## config.mk

```make
export PLATFORM = sky130hd
export DESIGN_NAME = bresenham_line_rasterizer
export DESIGN_NICKNAME = d
export VERILOG_FILES = /design/src/hdl/brl_pkg.sv /design/src/hdl/brl_front.sv /design/src/hdl/brl_fifo.sv /design/src/hdl/brl_back.sv /design/src/hdl/bresenham_line_rasterizer.sv
export SDC_FILE = /design/constraint.sdc
export NUM_CORES = 1
export LEC_CHECK = 0
export BUFFER_PORTS_ARGS = -buffer_cell sky130_fd_sc_hd__buf_2
export CELL_PAD_IN_SITES_DETAIL_PLACEMENT = 1
export CELL_PAD_IN_SITES_GLOBAL_PLACEMENT = 1
export CORE_MARGIN = 2
export CORE_UTILIZATION = 50
export CTS_CLUSTER_DIAMETER = 150
export CTS_CLUSTER_SIZE = 30
export DETAILED_ROUTE_END_ITERATION = 8
export MAX_ROUTING_LAYER = met4
export PLACE_DENSITY = 0.82
export RECOVER_POWER = 25
export SLEW_MARGIN = 10
export SYNTH_ARGS = -nofsm -noshare
export SYNTH_HDL_FRONTEND = slang
export SYNTH_SLANG_ARGS = --single-unit
```

## constraint.sdc

```tcl
create_clock -name clk -period 10 [get_ports clk]
set_clock_uncertainty 0.1 [all_clocks]
set_input_delay 1 -clock clk [delete_from_list [all_inputs] [get_ports clk]]
set_output_delay 1 -clock clk [all_outputs]
set_load 0.05 [all_outputs]
```

## src/hdl/brl_pkg.sv

```systemverilog
// Shared constants for the line rasterizer.
package brl_pkg;

	// default coordinate width and fixed colour width
	localparam int COORD_BITS_DEF = 12;
	localparam int COLOR_BITS     = 16;

	// command queue depth between front end and stepper
	localparam int QUEUE_DEPTH_DEF = 4;

	// request codes
	localparam logic REQ_START   = 1'b0;
	localparam logic REQ_ADVANCE = 1'b1;

endpackage

```

## src/hdl/brl_front.sv

```systemverilog
// Front end: accepts requests, classifies steepness and packs queue entries.
module brl_front
	import brl_pkg::*;
#(
	parameter int COORD_BITS = COORD_BITS_DEF,
	parameter int ENTRY_W    = 2 + 4 * COORD_BITS + COLOR_BITS
) (
	input  logic                         in_valid,
	output logic                         in_ready,
	input  logic                         req_type,
	input  logic signed [COORD_BITS-1:0] x_start,
	input  logic signed [COORD_BITS-1:0] y_start,
	input  logic signed [COORD_BITS-1:0] x_end,
	input  logic signed [COORD_BITS-1:0] y_end,
	input  logic [COLOR_BITS-1:0]        color_value,
	input  logic                         queue_full,
	output logic                         push,
	output logic [ENTRY_W-1:0]           push_data
);

	logic signed [COORD_BITS:0] dx, dy;
	logic [COORD_BITS:0]        adx, ady;
	logic                       steep;
	logic [COORD_BITS-1:0]      a_maj, a_min, b_maj, b_min;

	always_comb begin
		dx    = {x_end[COORD_BITS-1], x_end} - {x_start[COORD_BITS-1], x_start};
		dy    = {y_end[COORD_BITS-1], y_end} - {y_start[COORD_BITS-1], y_start};
		adx   = dx[COORD_BITS] ? (COORD_BITS+1)'(-dx) : dx;
		ady   = dy[COORD_BITS] ? (COORD_BITS+1)'(-dy) : dy;
		// equal deltas keep x as the major axis
		steep = ady > adx;
		if (steep) begin
			a_maj = y_start;
			a_min = x_start;
			b_maj = y_end;
			b_min = x_end;
		end else begin
			a_maj = x_start;
			a_min = y_start;
			b_maj = x_end;
			b_min = y_end;
		end
	end

	assign in_ready  = !queue_full;
	assign push      = in_valid && in_ready;
	assign push_data = {req_type, steep, a_maj, a_min, b_maj, b_min, color_value};

endmodule

```

## src/hdl/brl_fifo.sv

```systemverilog
// Command queue between front end and stepper.
module brl_fifo
	import brl_pkg::*;
#(
	parameter int DATA_W = 8,
	parameter int DEPTH  = QUEUE_DEPTH_DEF
) (
	input  logic              clk,
	input  logic              arst_n,
	input  logic              push,
	input  logic [DATA_W-1:0] push_data,
	output logic              full,
	input  logic              pop,
	output logic              head_valid,
	output logic [DATA_W-1:0] head_data
);

	localparam int PTR_W = $clog2(DEPTH);
	localparam int CNT_W = $clog2(DEPTH + 1);

	logic [DATA_W-1:0] mem_q [DEPTH];
	logic [PTR_W-1:0]  wr_ptr_q, rd_ptr_q;
	logic [CNT_W-1:0]  count_q;

	always_ff @(posedge clk) begin
		if (push) begin
			mem_q[wr_ptr_q] <= push_data;
		end
	end

	always_ff @(posedge clk or negedge arst_n) begin
		if (!arst_n) begin
			wr_ptr_q <= '0;
			rd_ptr_q <= '0;
			count_q  <= '0;
		end else begin
			if (push) begin
				wr_ptr_q <= (wr_ptr_q == PTR_W'(DEPTH - 1)) ? '0 : wr_ptr_q + 1'b1;
			end
			if (pop) begin
				rd_ptr_q <= (rd_ptr_q == PTR_W'(DEPTH - 1)) ? '0 : rd_ptr_q + 1'b1;
			end
			if (push && !pop) begin
				count_q <= count_q + 1'b1;
			end else if (pop && !push) begin
				count_q <= count_q - 1'b1;
			end
		end
	end

	assign full       = (count_q == CNT_W'(DEPTH));
	assign head_valid = (count_q != '0);
	assign head_data  = mem_q[rd_ptr_q];

	a_no_overflow: assert property (@(posedge clk) disable iff (!arst_n)
		push |-> (count_q != CNT_W'(DEPTH)))
		else $error("push into full queue");

	a_no_underflow: assert property (@(posedge clk) disable iff (!arst_n)
		pop |-> (count_q != '0))
		else $error("pop from empty queue");

	a_count_bound: assert property (@(posedge clk) disable iff (!arst_n)
		count_q <= CNT_W'(DEPTH))
		else $error("queue count above depth");

endmodule

```

## src/hdl/brl_back.sv

```systemverilog
// Stepper: loads lines, walks the error term and drives the pixel register.
module brl_back
	import brl_pkg::*;
#(
	parameter int COORD_BITS = COORD_BITS_DEF,
	parameter int ENTRY_W    = 2 + 4 * COORD_BITS + COLOR_BITS
) (
	input  logic                         clk,
	input  logic                         arst_n,
	input  logic                         head_valid,
	input  logic [ENTRY_W-1:0]           head_data,
	output logic                         pop,
	output logic                         out_valid,
	input  logic                         out_ready,
	output logic signed [COORD_BITS-1:0] pixel_x,
	output logic signed [COORD_BITS-1:0] pixel_y,
	output logic [COLOR_BITS-1:0]        pixel_color,
	output logic                         last_pixel
);

	localparam int EW = COORD_BITS + 2;

	// unpacked queue head
	logic                         hd_req, hd_steep;
	logic signed [COORD_BITS-1:0] hd_a_maj, hd_a_min, hd_b_maj, hd_b_min;
	logic [COLOR_BITS-1:0]        hd_color;

	// line state
	logic                         line_active_q, axes_swapped_q, minor_down_q;
	logic signed [COORD_BITS-1:0] major_pos_q, minor_pos_q, major_end_q;
	logic [COORD_BITS-1:0]        delta_major_q, delta_minor_q;
	logic signed [EW-1:0]         error_term_q;
	logic [COLOR_BITS-1:0]        held_color_q;

	// output register
	logic                         out_valid_q, last_pixel_q;
	logic signed [COORD_BITS-1:0] pixel_x_q, pixel_y_q;
	logic [COLOR_BITS-1:0]        pixel_color_q;

	// start set-up
	logic                         swap_ends;
	logic signed [COORD_BITS-1:0] lo_maj, lo_min, hi_maj, hi_min;
	logic [COORD_BITS:0]          dmaj_full;
	logic signed [COORD_BITS:0]   dmin_full;
	logic [COORD_BITS:0]          dmin_abs;

	// step
	logic                         is_start, emit, last_now, out_free;
	logic signed [EW-1:0]         e_sub, e_next;
	logic                         e_neg;

	assign {hd_req, hd_steep, hd_a_maj, hd_a_min, hd_b_maj, hd_b_min, hd_color} = head_data;

	always_comb begin
		swap_ends = hd_a_maj > hd_b_maj;
		lo_maj    = swap_ends ? hd_b_maj : hd_a_maj;
		lo_min    = swap_ends ? hd_b_min : hd_a_min;
		hi_maj    = swap_ends ? hd_a_maj : hd_b_maj;
		hi_min    = swap_ends ? hd_a_min : hd_b_min;
		dmaj_full = {hi_maj[COORD_BITS-1], hi_maj} - {lo_maj[COORD_BITS-1], lo_maj};
		dmin_full = {hi_min[COORD_BITS-1], hi_min} - {lo_min[COORD_BITS-1], lo_min};
		dmin_abs  = dmin_full[COORD_BITS] ? (COORD_BITS+1)'(-dmin_full) : dmin_full;
	end

	always_comb begin
		e_sub  = error_term_q - $signed({2'b00, delta_minor_q});
		e_neg  = e_sub[EW-1];
		e_next = e_neg ? e_sub + $signed({2'b00, delta_major_q}) : e_sub;
	end

	assign out_free = !out_valid_q || out_ready;
	assign is_start = (hd_req == REQ_START);
	assign pop      = head_valid && (is_start || !line_active_q || out_free);
	assign emit     = pop && !is_start && line_active_q;
	assign last_now = !(major_pos_q < major_end_q);

	always_ff @(posedge clk or negedge arst_n) begin
		if (!arst_n) begin
			line_active_q <= 1'b0;
			out_valid_q   <= 1'b0;
		end else begin
			if (pop && is_start) begin
				line_active_q <= 1'b1;
			end else if (emit && last_now) begin
				line_active_q <= 1'b0;
			end
			if (emit) begin
				out_valid_q <= 1'b1;
			end else if (out_ready) begin
				out_valid_q <= 1'b0;
			end
		end
	end

	always_ff @(posedge clk) begin
		if (pop && is_start) begin
			axes_swapped_q <= hd_steep;
			major_pos_q    <= lo_maj;
			minor_pos_q    <= lo_min;
			major_end_q    <= hi_maj;
			delta_major_q  <= dmaj_full[COORD_BITS-1:0];
			delta_minor_q  <= dmin_abs[COORD_BITS-1:0];
			error_term_q   <= $signed({3'b000, dmaj_full[COORD_BITS-1:1]});
			minor_down_q   <= !(lo_min < hi_min);
			held_color_q   <= hd_color;
		end else if (emit && !last_now) begin
			major_pos_q  <= major_pos_q + 1'b1;
			error_term_q <= e_next;
			if (e_neg) begin
				minor_pos_q <= minor_down_q ? minor_pos_q - 1'b1 : minor_pos_q + 1'b1;
			end
		end
		if (emit) begin
			pixel_x_q     <= axes_swapped_q ? minor_pos_q : major_pos_q;
			pixel_y_q     <= axes_swapped_q ? major_pos_q : minor_pos_q;
			pixel_color_q <= held_color_q;
			last_pixel_q  <= last_now;
		end
	end

	assign out_valid   = out_valid_q;
	assign pixel_x     = pixel_x_q;
	assign pixel_y     = pixel_y_q;
	assign pixel_color = pixel_color_q;
	assign last_pixel  = last_pixel_q;

	a_end_clears: assert property (@(posedge clk) disable iff (!arst_n)
		(emit && last_now) |=> !line_active_q)
		else $error("line still active after last pixel");

	a_pos_in_range: assert property (@(posedge clk) disable iff (!arst_n)
		line_active_q |-> (major_pos_q <= major_end_q))
		else $error("major position ran past line end");

	a_out_hold: assert property (@(posedge clk) disable iff (!arst_n)
		(out_valid_q && !out_ready) |=> (out_valid_q && $stable(pixel_x_q)
			&& $stable(pixel_y_q) && $stable(pixel_color_q) && $stable(last_pixel_q)))
		else $error("pixel changed while stalled");

endmodule

```

## src/hdl/bresenham_line_rasterizer.sv

```systemverilog
// Bresenham line rasterizer top level: front end, command queue and stepper.
// Requests pass the queue, then the stepper. Throughput: one request per cycle if the
// queue is not full; the stepper retires one queue entry per clock, set by its single
// add-and-compare error update and one-entry pixel register; advances wait on a stall.
// Reset (arst_n low, asynchronous): queue empties, no line active, no pixel pending.
// A start transaction produces no pixel; an advance while idle is dropped.
module bresenham_line_rasterizer
	import brl_pkg::*;
#(
	parameter int COORD_BITS  = COORD_BITS_DEF,
	parameter int QUEUE_DEPTH = QUEUE_DEPTH_DEF
) (
	input  logic                         clk,
	input  logic                         arst_n,
	// request channel
	input  logic                         in_valid,
	output logic                         in_ready,
	input  logic                         req_type,
	input  logic signed [COORD_BITS-1:0] x_start,
	input  logic signed [COORD_BITS-1:0] y_start,
	input  logic signed [COORD_BITS-1:0] x_end,
	input  logic signed [COORD_BITS-1:0] y_end,
	input  logic [COLOR_BITS-1:0]        color_value,
	// pixel channel
	output logic                         out_valid,
	input  logic                         out_ready,
	output logic signed [COORD_BITS-1:0] pixel_x,
	output logic signed [COORD_BITS-1:0] pixel_y,
	output logic [COLOR_BITS-1:0]        pixel_color,
	output logic                         last_pixel
);

	// queue entry: request code, steep flag, endpoints in major/minor order, colour
	localparam int ENTRY_W = 2 + 4 * COORD_BITS + COLOR_BITS;

	logic               push, pop, queue_full, head_valid;
	logic [ENTRY_W-1:0] push_data, head_data;

	// Front end: steepness test and axis swap happen at accept time, so the
	// stepper only has to order endpoints when it loads a line.
	brl_front #(
		.COORD_BITS (COORD_BITS),
		.ENTRY_W    (ENTRY_W)
	) u_front (
		.in_valid    (in_valid),
		.in_ready    (in_ready),
		.req_type    (req_type),
		.x_start     (x_start),
		.y_start     (y_start),
		.x_end       (x_end),
		.y_end       (y_end),
		.color_value (color_value),
		.queue_full  (queue_full),
		.push        (push),
		.push_data   (push_data)
	);

	// Short queue decouples request acceptance from pixel back-pressure.
	brl_fifo #(
		.DATA_W (ENTRY_W),
		.DEPTH  (QUEUE_DEPTH)
	) u_queue (
		.clk        (clk),
		.arst_n     (arst_n),
		.push       (push),
		.push_data  (push_data),
		.full       (queue_full),
		.pop        (pop),
		.head_valid (head_valid),
		.head_data  (head_data)
	);

	// Stepper: start entries load state, advance entries emit one pixel each while a line is active.
	// Start and idle-advance entries retire even while the pixel register stalls.
	brl_back #(
		.COORD_BITS (COORD_BITS),
		.ENTRY_W    (ENTRY_W)
	) u_back (
		.clk         (clk),
		.arst_n      (arst_n),
		.head_valid  (head_valid),
		.head_data   (head_data),
		.pop         (pop),
		.out_valid   (out_valid),
		.out_ready   (out_ready),
		.pixel_x     (pixel_x),
		.pixel_y     (pixel_y),
		.pixel_color (pixel_color),
		.last_pixel  (last_pixel)
	);

endmodule
```

==> reports/summary.txt <==
Reg clk slew, reported paths: 120 ps
origin of the worst setup path: u_queue.rd_ptr_q[0]$_DFFE_PN0P_
H-tree levels: 1
share of the synthesized area in the top cell type: 55.3%
Netlist cell types: 72
Die H: 211 µm
share of cells above drive strength 1: 14.4%
Fin Setup TNS: 0 ps
Routed WL: 52.2 mm
critical path endpoint category: register
Least-Margin Pin Slew: 4300 ps
failing checks: capacitance limit, slew limit
cell taking the most area after synthesis: edfxtp_1
routed vias/inst: 6.01
HP Class: input pin to async pin
syn_nets: 1770
post-detailed-route count of antenna-violating nets: 0
Setup Fix Bufs, Post-CTS: 0
FILL cells: 4210
Crit Path Class: register to register
Synth Instances: 1576
Post-Synthesis Cell Area: 0.0214 mm²
area of the multi-input gates: 0.00862 mm²
pin count of the biggest net entering global routing: 67
first-pass GRT wire length: 81.2 mm
Tot GR Track Use: 24.5%
Worst Path Arrival: 7500 ps
EDFF count, synth: 394
initial antenna violation count: 0
drt wl/cell: 23.6 µm
latest clock arrival within the worst-skew pair: 560 ps
total gr overflow: 0
Die Wd: 211 µm
Peak Freq: 137 MHz
CP Launch Type: register
ys async rst share: 2.22%
top cells by area, synth: edfxtp_1 55%, mux4_2 6.9%, ha_1 6.9%
Pre-antenna DRT Iters: 5
Worst Setup EP: u_back.delta_minor_q[11]$_DFFE_PP_
FF-to-FF setup slack: 2720 ps
CTS resizes: 0
Final Cycle Share: 72.8%
register area: 0.0121 mm²
DP Wirelength: 38.4 mm
maximum root-to-sink buffer count: 3
RR Endpoint: u_back.delta_minor_q[11]$_DFFE_PP_
max-cap viol count: 4
critical path data required time: 10220 ps
gpl congestion: 0.863
ys flop type: edfxtp_1
hold buffers post-CTS: 0
status: complete, but fails checks
initial core utilization: 50.9%
Rel. slew slack: -187%
syn_area_per_cell: 13.6 µm²
die area: 0.0444 mm²
Slew Limit Fails: 268
Core Box Area: 0.0420 mm²
Buffers on Ports: 111
final hold vios: 0
crit path time final: 7280 ps
CTS Buf Count: 17
# rows: 75
vias in the first global route: 14.4k
Synth-to-Final Area Change: 7.04%
initial DRC count: 928
Ports: 112
final setup vio count: 0
# diodes: 0
Synthesis Warnings: 0
Seq/Total Area, Yosys: 56.6%
RSZ-0062 raised after global routing: no
clock root buffer: clkbuf_16
#FFs+latches synth: 406
CTS tree: done
clk sinks: 406
crit-path max FO: 43
Reg2Reg Depth: 19
Residual DRC: 0
reg2reg start: u_queue.rd_ptr_q[0]$_DFFE_PN0P_
Nets: 1865
vias post-DR: 13.3k
==> through the flow <==
step | util [%] | hold slack, ps | instance area [µm²] | std cells | worst slack [ps]
final | 54.5 | 275 | 22900 | 2217 | 2720
after global placement | 53.5 | 305 | 22500 | 2191 | 2740
after CTS | 54.7 | 166 | 23000 | 2217 | 2660
after detailed placement | 53.5 | 305 | 22500 | 2191 | 2680
after global routing | 54.5 | 290 | 22900 | 2217 | 2130
after floorplan | - | 300 | 21400 | 1576 | 3200
==> flip-flops by register name (all words and copies together), names as in the netlist <==
register,flops
u_back.axes_swapped_q,1
u_back.out_valid,1
u_queue.mem_q,264
u_back.delta_minor_q,12
u_back.major_end_q,12
u_back.held_color_q,16
u_back.major_pos_q,12
u_back.minor_down_q,1
u_back.delta_major_q,12
u_queue.count_q,3
u_queue.rd_ptr_q,2
u_back.line_active_q,1
u_back.pixel_y,12
u_back.pixel_x,12
u_back.pixel_color,16
u_back.minor_pos_q,12
u_back.error_term_q,14
u_queue.wr_ptr_q,2
u_back.last_pixel,1
==> synthesized netlist by cell type, drive strengths merged (8+ instances only) <==
cell	instances
mux2i	64
ha	118
mux4	66
clkbuf	24
buf	23
xnor2	64
xor2	37
nor4	8
inv	115
nand3	17
a21o	25
dfrtp	9
a31oi	14
o21a	14
mux2	67
edfxtp	394
a21oi	78
or3	8
nand2	89
o21ai	91
and3	12
nor2	73
nand4	13
nor3	24
nor2b	22
nand2b	19
==> layer usage <==
metal | vias to the layer above | global-route usage, % | routed length (µm)
met1 | 6790 | 31.9 | 22400
li1 | 6119 | - | -
met5 | - | - | 0
met4 | 0 | 5.10 | 1030
met2 | 347 | 41.8 | 26100
met3 | 66 | 2.87 | 2690
==> cells by family (layout without fill, tap and decap cells) <==
logic type | count (synthesis) | after routing | synth area share (%)
xor gates and xnor gates | 101 | 101 | 4.14
DFF | 406 | 406 | 56.6
buffers and inverters | 163 | 265 | 3.10
muxes | 197 | 197 | 13.5
and+or+nand+nor | 305 | 305 | 6.94
adders and majority gates | 125 | 125 | 7.56
AOI/OAI and AO/OA | 279 | 279 | 8.15
==> cell type report <==
class | instances | area share (%)
clock buffer | 24 | 1.97
tap | 539 | 2.95
timing repair buffer | 123 | 2.46
clock inverter | 2 | 0.109
sequential | 406 | 52.9
inverter | 116 | 1.90
multi-input combinational | 1007 | 37.7
==> cell usage in the layout (no fill, tap or decap), types with 5 or more instances in the layout <==
master	netlist	final
a21boi_0	7	7
a21o_1	25	24
a21oi_1	78	78
a31oi_1	13	13
and3_1	12	8
buf_2	13	57
buf_4	1	8
clkbuf_1	23	65
clkbuf_16	0	17
dfrtp_1	9	7
edfxtp_1	394	394
fa_1	7	7
ha_1	118	118
inv_1	115	115
mux2_2	67	65
mux2i_1	64	64
mux4_2	66	66
nand2_1	89	89
nand2b_1	19	19
nand3_1	17	17
nand4_1	12	12
nor2_1	73	72
nor2b_1	22	22
nor3_1	22	22
nor4_1	8	8
o211ai_1	5	5
o21a_1	14	14
o21ai_0	86	86
o21ai_1	5	5
o21bai_1	7	7
or2_2	5	5
or3_1	8	8
or4_1	5	5
xnor2_1	64	64
xor2_1	37	37
==> how the worst min path moves through the flow <==
stage,to,slack [ps]
after floorplan,u_back.pixel_color[0]$_DFFE_PP_,300
after global placement,u_back.pixel_color[15]$_DFFE_PP_,310
after detailed placement,u_back.pixel_color[15]$_DFFE_PP_,310
after CTS,u_back.out_valid$_DFFE_PN0P_,170
after global routing,u_queue.count_q[2]$_DFFE_PN0P_,290
final,u_queue.count_q[0]$_DFFE_PN0P_,270
==> worst max-delay path: stages (launching register included) <==
cell and delay (ps):
dfrtp_4 990, mux4_2 630, ha_1 740, nand4_2 330, o21bai_1 390, nor3_2 180
a31oi_4 230, buf_4 420, mux2_2 410, ha_1 210, fa_1 410, nor2b_1 120
o21ai_0 130, a21boi_0 270, nor2_1 100, or2_2 310, nor4_1 460, nand4b_1 210
mux2i_1 180, xnor2_1 150
Power is not shown: default switching activity piles up to over one toggle a cycle in this logic, so the estimate is an artifact.
